File: src/rtl/alcs_pkg.sv
// Shared types and constants for the auto-level contrast stretch block.
`timescale 1ns / 1ps

package alcs_pkg;

    localparam int unsigned CHAN_W   = 8;
    localparam int unsigned NUM_W    = 2 * CHAN_W;
    localparam int unsigned DIV_STEPS = CHAN_W;
    localparam int unsigned CNT_W    = $clog2(DIV_STEPS);

    localparam logic [CHAN_W-1:0] CHAN_MAX  = 8'hFF;
    localparam logic [CHAN_W-1:0] CHAN_ZERO = 8'h00;
    localparam logic [CNT_W-1:0]  CNT_LAST  = CNT_W'(DIV_STEPS - 1);

    localparam logic ACT_MEASURE = 1'b0;
    localparam logic ACT_APPLY   = 1'b1;

    typedef enum logic [1:0] {
        ST_IDLE,
        ST_DIV,
        ST_HOLD
    } alcs_state_t;

    // Control from the sequencer to each channel lane.
    typedef struct packed {
        logic start;
        logic measure;
        logic first;
    } lane_ctrl_t;

    // What a lane hands back to the merge stage.
    typedef struct packed {
        logic              done;
        logic [CHAN_W-1:0] value;
    } lane_res_t;

endpackage

File: src/rtl/alcs_lane.sv
// One color channel: running min/max statistics and a radix-2 stretch divider.
`timescale 1ns / 1ps

module alcs_lane
    import alcs_pkg::*;
(
    input  logic              aclk,
    input  logic              aresetn,
    input  lane_ctrl_t        ctrl,
    input  logic [CHAN_W-1:0] pix,
    output lane_res_t         res
);

    logic [CHAN_W-1:0] min_reg, min_next;
    logic [CHAN_W-1:0] max_reg, max_next;
    logic [CHAN_W-1:0] den_reg, den_next;
    logic [CHAN_W-1:0] rem_reg, rem_next;
    logic [CHAN_W-1:0] lo_reg,  lo_next;
    logic [CHAN_W-1:0] quo_reg, quo_next;
    logic [CNT_W-1:0]  cnt_reg, cnt_next;
    logic              busy_reg, busy_next;
    logic              done_reg, done_next;
    logic              zero_reg, zero_next;
    logic              sat_reg,  sat_next;

    logic [CHAN_W-1:0] diff;
    logic [NUM_W-1:0]  num;
    logic [CHAN_W:0]   trial;
    logic [CHAN_W:0]   trial_sub;
    logic              fits;

    // (v - min) * 255 as (x << 8) - x
    assign diff      = pix - min_reg;
    assign num       = {diff, CHAN_ZERO} - {CHAN_ZERO, diff};
    assign trial     = {rem_reg, lo_reg[CHAN_W-1]};
    assign fits      = (trial >= {1'b0, den_reg});
    assign trial_sub = trial - {1'b0, den_reg};

    always_comb begin
        min_next  = min_reg;
        max_next  = max_reg;
        den_next  = den_reg;
        rem_next  = rem_reg;
        lo_next   = lo_reg;
        quo_next  = quo_reg;
        cnt_next  = cnt_reg;
        busy_next = busy_reg;
        done_next = done_reg;
        zero_next = zero_reg;
        sat_next  = sat_reg;

        if (ctrl.measure) begin
            if (ctrl.first) begin
                min_next = pix;
                max_next = pix;
            end else begin
                if (pix < min_reg) min_next = pix;
                if (pix > max_reg) max_next = pix;
            end
        end

        if (ctrl.start) begin
            // empty range or value at/below min gives 0; above max saturates
            zero_next = (max_reg <= min_reg) || (pix <= min_reg);
            sat_next  = (pix > max_reg);
            den_next  = max_reg - min_reg;
            rem_next  = num[NUM_W-1:CHAN_W];
            lo_next   = num[CHAN_W-1:0];
            quo_next  = CHAN_ZERO;
            cnt_next  = '0;
            busy_next = 1'b1;
            done_next = 1'b0;
        end else if (busy_reg) begin
            rem_next = fits ? trial_sub[CHAN_W-1:0] : trial[CHAN_W-1:0];
            lo_next  = {lo_reg[CHAN_W-2:0], 1'b0};
            quo_next = {quo_reg[CHAN_W-2:0], fits};
            cnt_next = cnt_reg + 1'b1;
            if (cnt_reg == CNT_LAST) begin
                busy_next = 1'b0;
                done_next = 1'b1;
            end
        end
    end

    always_ff @(posedge aclk) begin
        if (!aresetn) begin
            min_reg  <= CHAN_MAX;
            max_reg  <= CHAN_ZERO;
            cnt_reg  <= '0;
            busy_reg <= 1'b0;
            done_reg <= 1'b0;
        end else begin
            min_reg  <= min_next;
            max_reg  <= max_next;
            cnt_reg  <= cnt_next;
            busy_reg <= busy_next;
            done_reg <= done_next;
        end
    end

    always_ff @(posedge aclk) begin
        den_reg  <= den_next;
        rem_reg  <= rem_next;
        lo_reg   <= lo_next;
        quo_reg  <= quo_next;
        zero_reg <= zero_next;
        sat_reg  <= sat_next;
    end

    always_comb begin
        res.done = done_reg;
        if (zero_reg) begin
            res.value = CHAN_ZERO;
        end else if (sat_reg) begin
            res.value = CHAN_MAX;
        end else begin
            res.value = quo_reg;
        end
    end

endmodule

File: src/rtl/auto_level_contrast_stretch.sv
// Top level: request sequencer, three channel lanes and the output merge register.
// An apply request loads the lanes, runs the eight-step radix-2 divider in each lane
// and shows its pixel on m_valid from the output register. Measure requests are taken
// one per cycle while idle; an apply request blocks input until its pixel is loaded.
// The output register lets the next request in while a pixel waits on m_ready.
// Reset (aresetn low, synchronous) sets min to 255, max to 0 and clears all valids.
`timescale 1ns / 1ps

module auto_level_contrast_stretch
    import alcs_pkg::*;
(
    input  logic              aclk,
    input  logic              aresetn,
    input  logic              s_valid,
    output logic              s_ready,
    input  logic              s_action,
    input  logic              s_first,
    input  logic [CHAN_W-1:0] s_red_in,
    input  logic [CHAN_W-1:0] s_green_in,
    input  logic [CHAN_W-1:0] s_blue_in,
    output logic              m_valid,
    input  logic              m_ready,
    output logic [CHAN_W-1:0] m_red_out,
    output logic [CHAN_W-1:0] m_green_out,
    output logic [CHAN_W-1:0] m_blue_out
);

    alcs_state_t state_reg, state_next;

    logic              m_valid_reg, m_valid_next;
    logic [CHAN_W-1:0] red_reg, green_reg, blue_reg;
    logic              take;
    logic              load_out;
    logic              out_free;
    lane_ctrl_t        ctrl;
    lane_res_t         red_res, green_res, blue_res;

    assign take     = s_valid && s_ready;
    assign out_free = !m_valid_reg || m_ready;

    assign ctrl.start   = take && (s_action == ACT_APPLY);
    assign ctrl.measure = take && (s_action == ACT_MEASURE);
    assign ctrl.first   = s_first;

    alcs_lane u_red (
        .aclk    (aclk),
        .aresetn (aresetn),
        .ctrl    (ctrl),
        .pix     (s_red_in),
        .res     (red_res)
    );

    alcs_lane u_green (
        .aclk    (aclk),
        .aresetn (aresetn),
        .ctrl    (ctrl),
        .pix     (s_green_in),
        .res     (green_res)
    );

    alcs_lane u_blue (
        .aclk    (aclk),
        .aresetn (aresetn),
        .ctrl    (ctrl),
        .pix     (s_blue_in),
        .res     (blue_res)
    );

    always_comb begin
        state_next = state_reg;
        s_ready    = 1'b0;
        load_out   = 1'b0;
        case (state_reg)
            ST_IDLE: begin
                s_ready = 1'b1;
                if (ctrl.start) state_next = ST_DIV;
            end
            ST_DIV: begin
                // lanes run in lockstep, so any lane's done stands for all
                if (red_res.done && green_res.done && blue_res.done) begin
                    if (out_free) begin
                        load_out   = 1'b1;
                        state_next = ST_IDLE;
                    end else begin
                        state_next = ST_HOLD;
                    end
                end
            end
            ST_HOLD: begin
                if (out_free) begin
                    load_out   = 1'b1;
                    state_next = ST_IDLE;
                end
            end
            default: begin
                state_next = ST_IDLE;
            end
        endcase
    end

    always_comb begin
        m_valid_next = m_valid_reg;
        if (load_out) begin
            m_valid_next = 1'b1;
        end else if (m_ready) begin
            m_valid_next = 1'b0;
        end
    end

    always_ff @(posedge aclk) begin
        if (!aresetn) begin
            state_reg   <= ST_IDLE;
            m_valid_reg <= 1'b0;
        end else begin
            state_reg   <= state_next;
            m_valid_reg <= m_valid_next;
        end
    end

    always_ff @(posedge aclk) begin
        if (load_out) begin
            red_reg   <= red_res.value;
            green_reg <= green_res.value;
            blue_reg  <= blue_res.value;
        end
    end

    assign m_valid     = m_valid_reg;
    assign m_red_out   = red_reg;
    assign m_green_out = green_reg;
    assign m_blue_out  = blue_reg;

endmodule

File: config.mk
export PLATFORM = sky130hd
export DESIGN_NAME = auto_level_contrast_stretch
export DESIGN_NICKNAME = d
export VERILOG_FILES = /design/src/rtl/alcs_pkg.sv /design/src/rtl/alcs_lane.sv /design/src/rtl/auto_level_contrast_stretch.sv
export SDC_FILE = /design/constraint.sdc
export NUM_CORES = 1
export LEC_CHECK = 0
export BUFFER_PORTS_ARGS = -buffer_cell sky130_fd_sc_hd__buf_2
export CAP_MARGIN = 10
export CORE_ASPECT_RATIO = 1.25
export CORE_MARGIN = 2
export CORE_UTILIZATION = 45
export DETAILED_ROUTE_END_ITERATION = 7
export PLACE_DENSITY = 0.61
export SLEW_MARGIN = 10
export SYNTH_ARGS = -nofsm -noshare
export SYNTH_HDL_FRONTEND = slang
export SYNTH_SLANG_ARGS = --single-unit
File: constraint.sdc
create_clock -name aclk -period 2.8 [get_ports aclk]
set_input_delay 0.42 -clock aclk [delete_from_list [all_inputs] [get_ports aclk]]
set_output_delay 0.42 -clock aclk [all_outputs]
set_load 0.05 [all_outputs]
==> results of run 1 <==
## cells by family after synthesis
kind of cell               synth area share, %
and+or+nand+nor                           16.3
AOI/OAI and AO/OA                         15.3
DFF                                       39.8
buffers and inverters                     5.15
adders and majority gates                 12.8
muxes                                     6.84
xor gates and xnor gates                  3.86
## metrics by stage
| stage | TNS (ns) | hold slack [ns] | power, mW | std cells |
|---|---|---|---|---|
| after floorplan | 0 | 0.445 | 5.19 | 1300 |
| after global placement | -0.324 | 0.458 | 5.82 | 1714 |
| after detailed placement | -0.993 | 0.463 | 5.87 | 1714 |
| after CTS | 0 | 0.227 | 8.40 | 1746 |
| after global routing | -0.0295 | 0.255 | 8.85 | 1749 |
| final | 0 | 0.246 | 8.37 | 1749 |
## worst paths after layout
| kind | start | to | slack, ns | depth (start not counted) |
|---|---|---|---|---|
| min reg2reg | u_green.min_reg[3] | u_green.min_reg[3] | 0.48 | 2 |
| min | s_red_in[5] | u_red.min_reg[5] | 0.25 | 3 |
| max reg2reg | u_blue.den_reg[1] | u_blue.rem_reg[2] | 0.11 | 9 |
| max | u_blue.den_reg[1] | u_blue.rem_reg[2] | 0.11 | 9 |
## routing by layer
layer	track usage, %	part of all wire (%)
met5	0	0
met1	23.1	44
met3	2.52	2.2
met2	34.2	51
met4	7.33	2.7
## cells in the mapped netlist (15+ instances only)
library cell,number
a21o_1,22
dfxtp_1,90
nand2b_1,18
ha_1,111
nand3_1,15
a211oi_1,18
o21ai_0,59
nor2b_1,47
nand2_1,113
clkbuf_1,37
nor2_1,143
a21oi_1,53
xnor2_1,35
xor2_1,17
mux2i_1,78
inv_1,111
nand4_1,17
edfxtp_1,102
o21a_1,17
## repair_timing
| action | in CTS | in global routing |
|---|---|---|
| buffers inserted | 0 | 3 |
| endpoints found under the setup margin | 1 | 25 |
| hold buffers | 0 | 0 |
| gates resized for setup | 1 | 14 |
| pin swaps | 0 | 7 |
## cell usage in the layout, fill, tap and decap left out, types with 8 or more instances in the layout
cell | Yosys | final
a211oi_1 | 18 | 14
o31ai_1 | 8 | 8
edfxtp_1 | 102 | 102
nor2b_1 | 47 | 46
o21ai_0 | 59 | 59
nand3_1 | 15 | 14
inv_1 | 111 | 109
dfxtp_1 | 90 | 89
buf_2 | 6 | 55
nand4_1 | 17 | 17
nand2b_1 | 18 | 17
o211ai_1 | 9 | 9
clkbuf_16 | 0 | 17
buf_4 | 1 | 67
ha_1 | 111 | 110
nor3_1 | 14 | 14
xor2_1 | 17 | 17
mux2i_1 | 78 | 78
xnor2_1 | 35 | 34
o21ai_1 | 9 | 8
a21boi_0 | 9 | 9
fa_1 | 9 | 8
nand2_1 | 113 | 113
o21a_1 | 17 | 17
a21oi_1 | 53 | 52
a22oi_1 | 8 | 8
a21o_1 | 22 | 22
o22ai_1 | 8 | 8
nor2_1 | 143 | 142
## worst reg2reg max path: stages, from the launching register on
cell and delay, ns:
edfxtp_1 0.45, inv_1 0.08, ha_1 0.23, nor2b_1 0.14
o31a_1 0.26, or4_4 0.44, a31oi_4 0.24, mux2_2 0.39
o22ai_1 0.16, nor2_1 0.05
## where the power goes
part	internal, mW	switching (mW)	leakage [nW]	total, mW
Sequential	3.27	0.138	1.69	3.41
Clock	1.23	1.27	0.297	2.50
Combinational	1.10	1.36	4.23	2.46
Total	5.61	2.77	6.22	8.37
## layout make-up
cell class                 instances  area, um^2
fill                            2493       12800
multi-input combinational        945        6840
sequential                       192        4870
timing repair buffer             124         810
tap                              345         432
clock buffer                      17         425
inverter                         111         417
clock inverter                    15         200
==> run_results.csv, run 1 <==
group,metric,value,unit
outcome,status,"complete, no violations",
drt,drt_iter0_markers,341,
place,place_congestion,0.861,
timing,timing_hold_violations_final,0,
logic_synthesis,synthArstFlopShare,0,%
clock_network,cts_made_buffers,17,
logic_synthesis,synth.net_count,1450,
drt,vias,9325,
worst_setup_path,worstSetupEndpointType,"register",
die,chipHeight,188,um
clock_network,h-tree-depth,4,
die,initial_core_util,45.8,%
logic_synthesis,ys_warn_count,0,
logic_synthesis,syn_avg_cell_area,9.41,um^2
min_path,worstHoldPathType,"primary input to register",
global_routing,wire_length_of_the_first_global_routing_pass,44200,um
clock_network,clkSlewWorstSetupHoldPaths,0.08,ns
worst_setup_path,crit_type,"register to register",
logic_synthesis,yosys_most_used_dff,"edfxtp_1",
die,num_rows,67,
layout,area_delta_synth_final,14.3,%
drt,route.detailed.drc,0,
logic_synthesis,count_of_flip_flops_with_a_built_in_enable_after_synthesis,102,
clock_network,cts_buffer_depth,2,
pwr,cellPowerDensity,599,nW/um^2
logic_synthesis,synth.top_cells.by_area,"edfxtp_1 25%, dfxtp_1 15%, ha_1 11%",
clock_network,tritoncts,"yes",
pwr,static-leakage-power,6.22,nW
clock_network,insertion_delay,0.45,ns
timing,unrepaired_setup_endpoints_after_global_routing,"yes",
die,die_width,151,um
timing,min_period,2.69,ns
layout,layout.core_utilization,52.3,%
worst_setup_path,critical_path_peak_fanout,5,
place,hpwlAfterDp,20200,um
worst_setup_path,crit_slowest_cell,"edfxtp_1",
timing,relSlewSlack,46.4,%
logic_synthesis,cell_type_with_the_largest_total_area_after_synthesis,"edfxtp_1",
global_routing,grt_start_max_net_pins,31,
timing,fin_skew,0.0165,ns
clock_network,cts.root.buffer_cell,"clkbuf_16",
global_routing,via_count_of_the_first_global_routing_pass,9296,
drt,drt-total-wl,26400,um
place,io_buffer_count,55,
layout,layout.nets,1541,
timing,max_clock_freq,371,MHz
logic_synthesis,synth.distinct_cells,76,
clock_network,clock_sink_count,192,
place,placedInstanceArea,13300,um^2
worst_setup_path,cp_top_family,"compound AO/OA/AOI/OAI gates",
worst_setup_path,cell_by_cell_trace_of_the_critical_path,"inv_1 > ha_1 > nor2b_1 > o31a_1 > or4_4 > a31oi_4 > mux2_2 > o22ai_1 > nor2_1",
layout,drive_gt1_share,14.0,%
logic_synthesis,netlist_area,12200,um^2
die,core_area,26700,um^2
logic_synthesis,yosysSeqAreaShare,39.8,%
layout,design_area,14000,um^2
run,max-cap-violations,0,
logic_synthesis,syn_inst_count,1300,
timing,setup_violations,0,
global_routing,grt_usage,19.1,%
timing,max_slew.worst_pin.slew,0.804,ns
worst_setup_path,cp_data_required_time,2.99,ns
drt,route.antenna.remaining_nets,0,
pwr,peakVddDrop,0.453,mV
global_routing,grt_antenna_before_repair,0,
timing,setup_slack,0.106,ns
global_routing,grt.overflow.total,0,
layout,antenna_cells,0,
timing,timing.final.max_slew_violations,0,
logic_synthesis,synth.ff_latch_count,192,
worst_setup_path,cp_slowest_stage_delay,0.45,ns
timing,final_min_period_over_clock_period,96.2,%
place,preCtsSetupSlack,-0.103,ns
die,io_pins,56,
die,dieArea,28500,um^2
drt,drt-wirelength-per-cell,15.1,um
drt,detail_route.vias_per_cell,5.33,
logic_synthesis,yosysTopAreaCellShare,25.0,%
worst_setup_path,crit_buf_inv,1,
worst_setup_path,startpoint_type,"register",
worst_setup_path,critical_path_arrival,2.88,ns
drt,drt_pass1_iterations,5,
No activity file was read; power rests on OpenSTA's default activity.
==> run 2, diff against run 1 <==
--- a/config.mk
+++ b/config.mk
@@ -7,11 +7,13 @@
 export LEC_CHECK = 0
 export BUFFER_PORTS_ARGS = -buffer_cell sky130_fd_sc_hd__buf_2
 export CAP_MARGIN = 10
+export CELL_PAD_IN_SITES_DETAIL_PLACEMENT = 1
+export CELL_PAD_IN_SITES_GLOBAL_PLACEMENT = 2
 export CORE_ASPECT_RATIO = 1.25
 export CORE_MARGIN = 2
-export CORE_UTILIZATION = 45
+export CORE_UTILIZATION = 36
 export DETAILED_ROUTE_END_ITERATION = 7
-export PLACE_DENSITY = 0.61
+export PLACE_DENSITY = 0.73
 export SLEW_MARGIN = 10
 export SYNTH_ARGS = -nofsm -noshare
 export SYNTH_HDL_FRONTEND = slang
==> run 2 against run 1 <==
  * Design area grew 2.5%
  * Critical path depth down 1
  * Worst hold slack lost 0.020 ns
  * Core utilization shrank 9.5 points
  * Final cell count is 5.6% higher
  * Sequential cell count unchanged
  * Clock skew shrank 0.00057 ns
  * Sequential power barely moved
  * Clock power up 4%
  * Via count up 1.8%
  * Total power rose by 2.6%
  * Critical path type unchanged
  * Highest routed layer is now met5
==> run_results.csv, run 2 (synthesized netlist as in run 1, its figures left out) <==
group,metric,value,unit
die,io_pins,56,
global_routing,grt_start_max_net_pins,55,
place,placedCellCount,1813,
drt,drt-total-wl,30600,um
worst_setup_path,crit_slowest_cell,"or4_1",
run,max-cap-violations,0,
min_path,hold_path_depth,3,
clock_network,cts_buffer_depth,2,
layout,drive_gt1_share,15.8,%
layout,area_delta_synth_final,17.1,%
timing,setup_violations,0,
drt,drt_iter0_markers,284,
worst_setup_path,timing.rr.end,"u_blue.rem_reg[2]",
timing,max_slew.worst_pin.slew,0.834,ns
global_routing,grt_antenna_before_repair,1,
clock_network,tritoncts,"yes",
die,initial_core_util,36.5,%
worst_setup_path,cp_data_required_time,3.01,ns
layout,layout_common_cells,"142 x nor2_1, 113 x nand2_1, 110 x ha_1",
timing,hold_ws,0.226,ns
pwr,peakVddDrop,0.290,mV
die,num_rows,75,
min_path,timing.hold.worst.start,"s_red_in[5]",
timing,fin_skew,0.0159,ns
layout,layout.cells.most_common,"nor2_1",
drt,drt-wirelength-per-cell,16.6,um
die,dieArea,35500,um^2
clock_network,clkSlewWorstSetupHoldPaths,0.08,ns
timing,final_min_period_over_clock_period,96.1,%
layout,antenna_cells,0,
global_routing,grt.overflow.total,0,
worst_setup_path,critical_path_arrival,2.90,ns
layout,layout.nets,1561,
worst_setup_path,startpoint_type,"register",
worst_setup_path,reg_to_reg_setup_timing_slack,0.11,ns
worst_setup_path,timing.reg2reg.worst_path_depth,8,
clock_network,clock_sink_count,192,
worst_setup_path,crit_type,"register to register",
clock_network,insertion_delay,0.47,ns
global_routing,grt_usage,18.0,%
drt,route.detailed.drc,0,
die,die_width,169,um
global_routing,wire_length_of_the_first_global_routing_pass,51000,um
global_routing,via_count_of_the_first_global_routing_pass,10100,
die,core_area,33500,um^2
layout,design_area,14300,um^2
clock_network,cts_hold_buffers,0,
worst_setup_path,worstSetupEndpointType,"register",
clock_network,cts.root.buffer_cell,"clkbuf_16",
layout,finalNonFillerCells,1847,
timing,relSlewSlack,44.4,%
clock_network,h-tree-depth,4,
worst_setup_path,cp_slowest_stage_delay,0.48,ns
drt,route.antenna.remaining_nets,0,
worst_setup_path,reg2reg_from,"u_blue.rem_reg[0]",
timing,timing_hold_violations_final,0,
timing,max_clock_freq,372,MHz
worst_setup_path,cell_by_cell_trace_of_the_critical_path,"ha_1 > nor2b_1 > o31a_1 > or4_1 > a31oi_4 > mux2_2 > o22ai_1 > nor2_1",
timing,min_period,2.69,ns
pwr,cellPowerDensity,600,nW/um^2
timing,timing.final.max_slew_violations,0,
outcome,status,"complete, no violations",
clock_network,cts_made_buffers,17,
die,chipHeight,210,um
place,io_buffer_count,55,
worst_setup_path,critical_path_peak_fanout,5,
place,placedInstanceArea,13500,um^2
min_path,worstHoldPathType,"primary input to register",
drt,vias,9496,
place,preCtsSetupSlack,-0.155,ns
place,place_congestion,0.785,
drt,detail_route.vias_per_cell,5.14,
drt,drt_pass1_iterations,6,
timing,setup_slack,0.110,ns
pwr,static-leakage-power,6.35,nW
place,hpwlAfterDp,23900,um
min_path,worstHoldEndpoint,"u_red.min_reg[5]",
run 2: cell types whose count changed in the layout (fill, tap and decap cells not counted), sizes merged:
cell      change
inv           +5
buf          +20
clkinvlp      -1
clkinv        -4
run 2: final cells by class:
cell class	count	area [um^2]
Timing Repair Buffer	144	968
Clock buffer	17	425
Multi-Input combinational cell	945	6910
Inverter	111	417
Sequential cell	192	4870
Fill cell	3812	19200
Clock inverter	15	205
Tap cell	423	529
run 2: per-stage QoR:
stage	power, mW	setup TNS [ns]	util, %
2_1_floorplan	5.19	0	-
3_3_place_gp	5.95	-0.531	40.4
3_5_place_dp	6.01	-2.24	40.4
4_1_cts	8.67	0	42.3
5_1_grt	9.13	-0.0190	42.8
6_report	8.59	0	42.8
run 2: metal layers:
layer | GRT usage, % | up-vias | routed length, um
met5 | 0 | - | 13
met4 | 6.36 | 2 | 635
met3 | 2.22 | 31 | 501
met2 | 33.2 | 72 | 15900
met1 | 21.4 | 4579 | 13500
li1 | - | 4812 | -
run 2: critical path, delay by kind of cell, from the launching register on:
family | cells | cell delay, ns
multiplexers | 1 | 0.37
AO/OA/AOI/OAI | 3 | 0.67
adder cells (fa/ha/maj) | 1 | 0.32
flip-flops | 1 | 0.41
AND/OR/NAND/NOR | 3 | 0.67
run 2: where the power goes:
group	switching [mW]	leakage, nW	internal [mW]
Combinational	1.44	4.35	1.15
Clock	1.34	0.305	1.25
Sequential	0.135	1.69	3.27
Total	2.92	6.35	5.68
run 2: timing repair:
item | 4_1_cts | 5_1_grt
pin swaps | 2 | 7
setup endpoints to repair | 2 | 29
setup buffers | 0 | 2
resized for setup | 4 | 25
hold endpoints to repair | 0 | 0
run 2: worst max-delay path by stage:
stage,cells after the start,end,from
after floorplan,12,u_red.rem_reg[1],s_red_in[0]
after CTS,9,u_blue.lo_reg[7],u_blue.min_reg[1]
final,8,u_blue.rem_reg[2],u_blue.rem_reg[0]
after global placement,12,u_blue.rem_reg[3],s_blue_in[0]
after detailed placement,12,u_blue.lo_reg[7],s_blue_in[0]
after global routing,9,u_red.rem_reg[2],u_red.min_reg[1]
==> run 3, diff against run 2 <==
--- a/config.mk
+++ b/config.mk
@@ -6,11 +6,10 @@
 export NUM_CORES = 1
 export LEC_CHECK = 0
 export BUFFER_PORTS_ARGS = -buffer_cell sky130_fd_sc_hd__buf_2
-export CAP_MARGIN = 10
+export CAP_MARGIN = 40
 export CELL_PAD_IN_SITES_DETAIL_PLACEMENT = 1
 export CELL_PAD_IN_SITES_GLOBAL_PLACEMENT = 2
 export CORE_ASPECT_RATIO = 1.25
-export CORE_MARGIN = 2
 export CORE_UTILIZATION = 36
 export DETAILED_ROUTE_END_ITERATION = 7
 export PLACE_DENSITY = 0.73
==> run 3 against run 2 <==
  * Final cell count hardly changed
  * Clock skew down 0.0012 ns
  * Design area shrank 0.38%
  * Sequential cell count stayed put
  * Sequential share of layout area up 0.093 points
  * First-iteration DRC count grew 7.7%
  * Combinational power decreased by 2%
  * Clock power increased by 2%
==> run_results.csv, run 3 (synthesized netlist as in run 1, its figures left out) <==
group,metric,value,unit
outcome,status,"complete, no violations",
place,io_buffer_count,55,
timing,fin_setup_tns,0,ns
worst_setup_path,timing.critical_path.to,"u_blue.rem_reg[1]",
die,chipHeight,208,um
worst_setup_path,startpoint_type,"register",
pwr,power_frac_seq,39.7,%
pwr,cellInternalPower,5.74,mW
place,hpwlAfterDp,23600,um
die,dieArea,34700,um^2
clock_network,h-tree-depth,4,
layout,area_delta_synth_final,16.7,%
drt,drt-total-wl,30000,um
timing,min_period,2.71,ns
clock_network,cts.root.buffer_cell,"clkbuf_16",
drt,drt-wirelength-per-cell,16.3,um
clock_network,tritoncts,"yes",
min_path,timing.hold.worst.start,"s_red_in[4]",
global_routing,grt.overflow.total,0,
place,place_congestion,0.827,
timing,relSlewSlack,53.3,%
run,max-cap-violations,0,
global_routing,grt_antenna_before_repair,1,
layout,finalNonFillerCells,1846,
pwr,static-leakage-power,6.33,nW
min_path,worstHoldPathType,"primary input to register",
timing,setup_violations,0,
clock_network,cts_hold_buffers,0,
place,placedInstanceArea,13500,um^2
clock_network,cts_made_buffers,17,
die,io_pins,56,
drt,drt_iter0_markers,306,
pwr,finalPower,8.60,mW
layout,layout_common_cells,"142 x nor2_1, 113 x nand2_1, 110 x ha_1",
place,placedCellCount,1810,
clock_network,clkSlewWorstSetupHoldPaths,0.08,ns
global_routing,grt_start_max_net_pins,55,
pwr,cellPowerDensity,603,nW/um^2
timing,max_slew.worst_pin.slew,0.700,ns
pwr,swShare,33.3,%
clock_network,insertion_delay,0.46,ns
die,die_width,167,um
worst_setup_path,timing.rr.end,"u_blue.rem_reg[1]",
global_routing,via_count_of_the_first_global_routing_pass,9902,
timing,unrepaired_setup_endpoints_after_global_routing,"no",
timing,timing.final.max_slew_violations,0,
layout,layout.core_utilization,42.6,%
drt,route.antenna.remaining_nets,0,
pwr,power_switching,2.87,mW
drt,detail_route.vias_per_cell,5.19,
drt,drt_pass1_iterations,4,
layout,layout.nets,1559,
layout,drive_gt1_share,15.4,%
pwr,peakVddDrop,0.279,mV
timing,fin_skew,0.0147,ns
worst_setup_path,critical_path_peak_fanout,7,
global_routing,grt_usage,17.7,%
layout,layout.cells.most_common,"nor2_1",
worst_setup_path,reg_to_reg_setup_timing_slack,0.09,ns
worst_setup_path,reg2reg_from,"u_blue.rem_reg[0]",
die,num_rows,75,
worst_setup_path,crit_type,"register to register",
clock_network,clock_sink_count,192,
clock_network,cts_buffer_depth,2,
drt,vias,9589,
worst_setup_path,cp_data_required_time,3.00,ns
worst_setup_path,setup_crit_start,"u_blue.rem_reg[0]",
die,core_area,33500,um^2
worst_setup_path,timing.reg2reg.worst_path_depth,9,
pwr,clock_power_share,30.8,%
timing,final_min_period_over_clock_period,96.9,%
layout,design_area,14300,um^2
pwr,power_frac_comb,29.5,%
drt,route.detailed.drc,0,
timing,timing_hold_violations_final,0,
worst_setup_path,worstSetupEndpointType,"register",
global_routing,wire_length_of_the_first_global_routing_pass,49400,um
worst_setup_path,critical_path_arrival,2.92,ns
die,initial_core_util,36.5,%
timing,max_clock_freq,369,MHz
-- run 3: cell count changes in the layout (fill, tap and decap cells not counted), moves of 2 or more --
cell | before | now
a211oi_1 | 13 | 11
a211oi_2 | 5 | 7
buf_4 | 87 | 85
dfxtp_2 | 0 | 2
dfxtp_4 | 2 | 0
inv_6 | 5 | 2
nor3_2 | 1 | 3
nor3_4 | 2 | 0
nor4_2 | 0 | 2
nor4_4 | 3 | 1
-- run 3: repair_timing --
action                                  CTS  global route
gates resized for setup                   1            18
buffers inserted                          0             3
endpoints found under the setup margin    1            32
pin swaps                                 0             5
cloned                                    0             0
-- run 3: how the worst min path moves through the flow --
stage,endpoint,slack (ns),cells after the start
finish,u_red.min_reg[4],0.24,3
global route,u_red.min_reg[4],0.25,3
CTS,u_red.min_reg[4],0.22,3
detailed placement,u_green.min_reg[6],0.47,2
global placement,u_red.min_reg[4],0.46,2
floorplan,u_green.min_reg[2],0.44,2
-- run 3: through the flow --
stage / hold WS, ns / setup slack, ns
3_5_place_dp: 0.465 / -0.144
6_report: 0.237 / 0.0880
2_1_floorplan: 0.445 / 0.0000455
4_1_cts: 0.217 / 0.00993
5_1_grt: 0.251 / 0.000677
3_3_place_gp: 0.456 / -0.116
-- run 3: layout make-up --
cell class	instances	area [um^2]
sequential	192	4870
tap	423	529
fill	3868	19200
multi-input combinational	945	6860
clock buffer	17	425
clock inverter	15	225
timing repair buffer	142	953
antenna	1	2.50
inverter	111	417
-- run 3: power groups by stage --
stage,combinational [mW],clock (mW),sequential (mW)
after floorplan,1.77,0,3.42
after global placement,2.47,0,3.47
after detailed placement,2.51,0,3.48
after CTS,2.54,2.75,3.42
after global routing,2.83,2.85,3.44
final,2.54,2.65,3.41
-- run 3: layer usage --
metal	track usage, %	wire [um]	vias to the layer above	part of all wire [%]
met4	6.90	680	2	2.3
met1	20.8	13300	4658	44
met3	2.55	583	38	1.9
met2	32.4	15400	81	51
li1	-	-	4810	-
met5	0	13	-	0.043
-- run 3: critical path, stage by stage (launching register included) --
cell      delay (ns)
edfxtp_1        0.41
ha_1            0.32
nor2b_1         0.14
o31a_1          0.26
or4_1           0.48
a31oi_4         0.28
buf_4           0.21
nor2_1          0.07
a211oi_2        0.22
a21oi_1         0.07
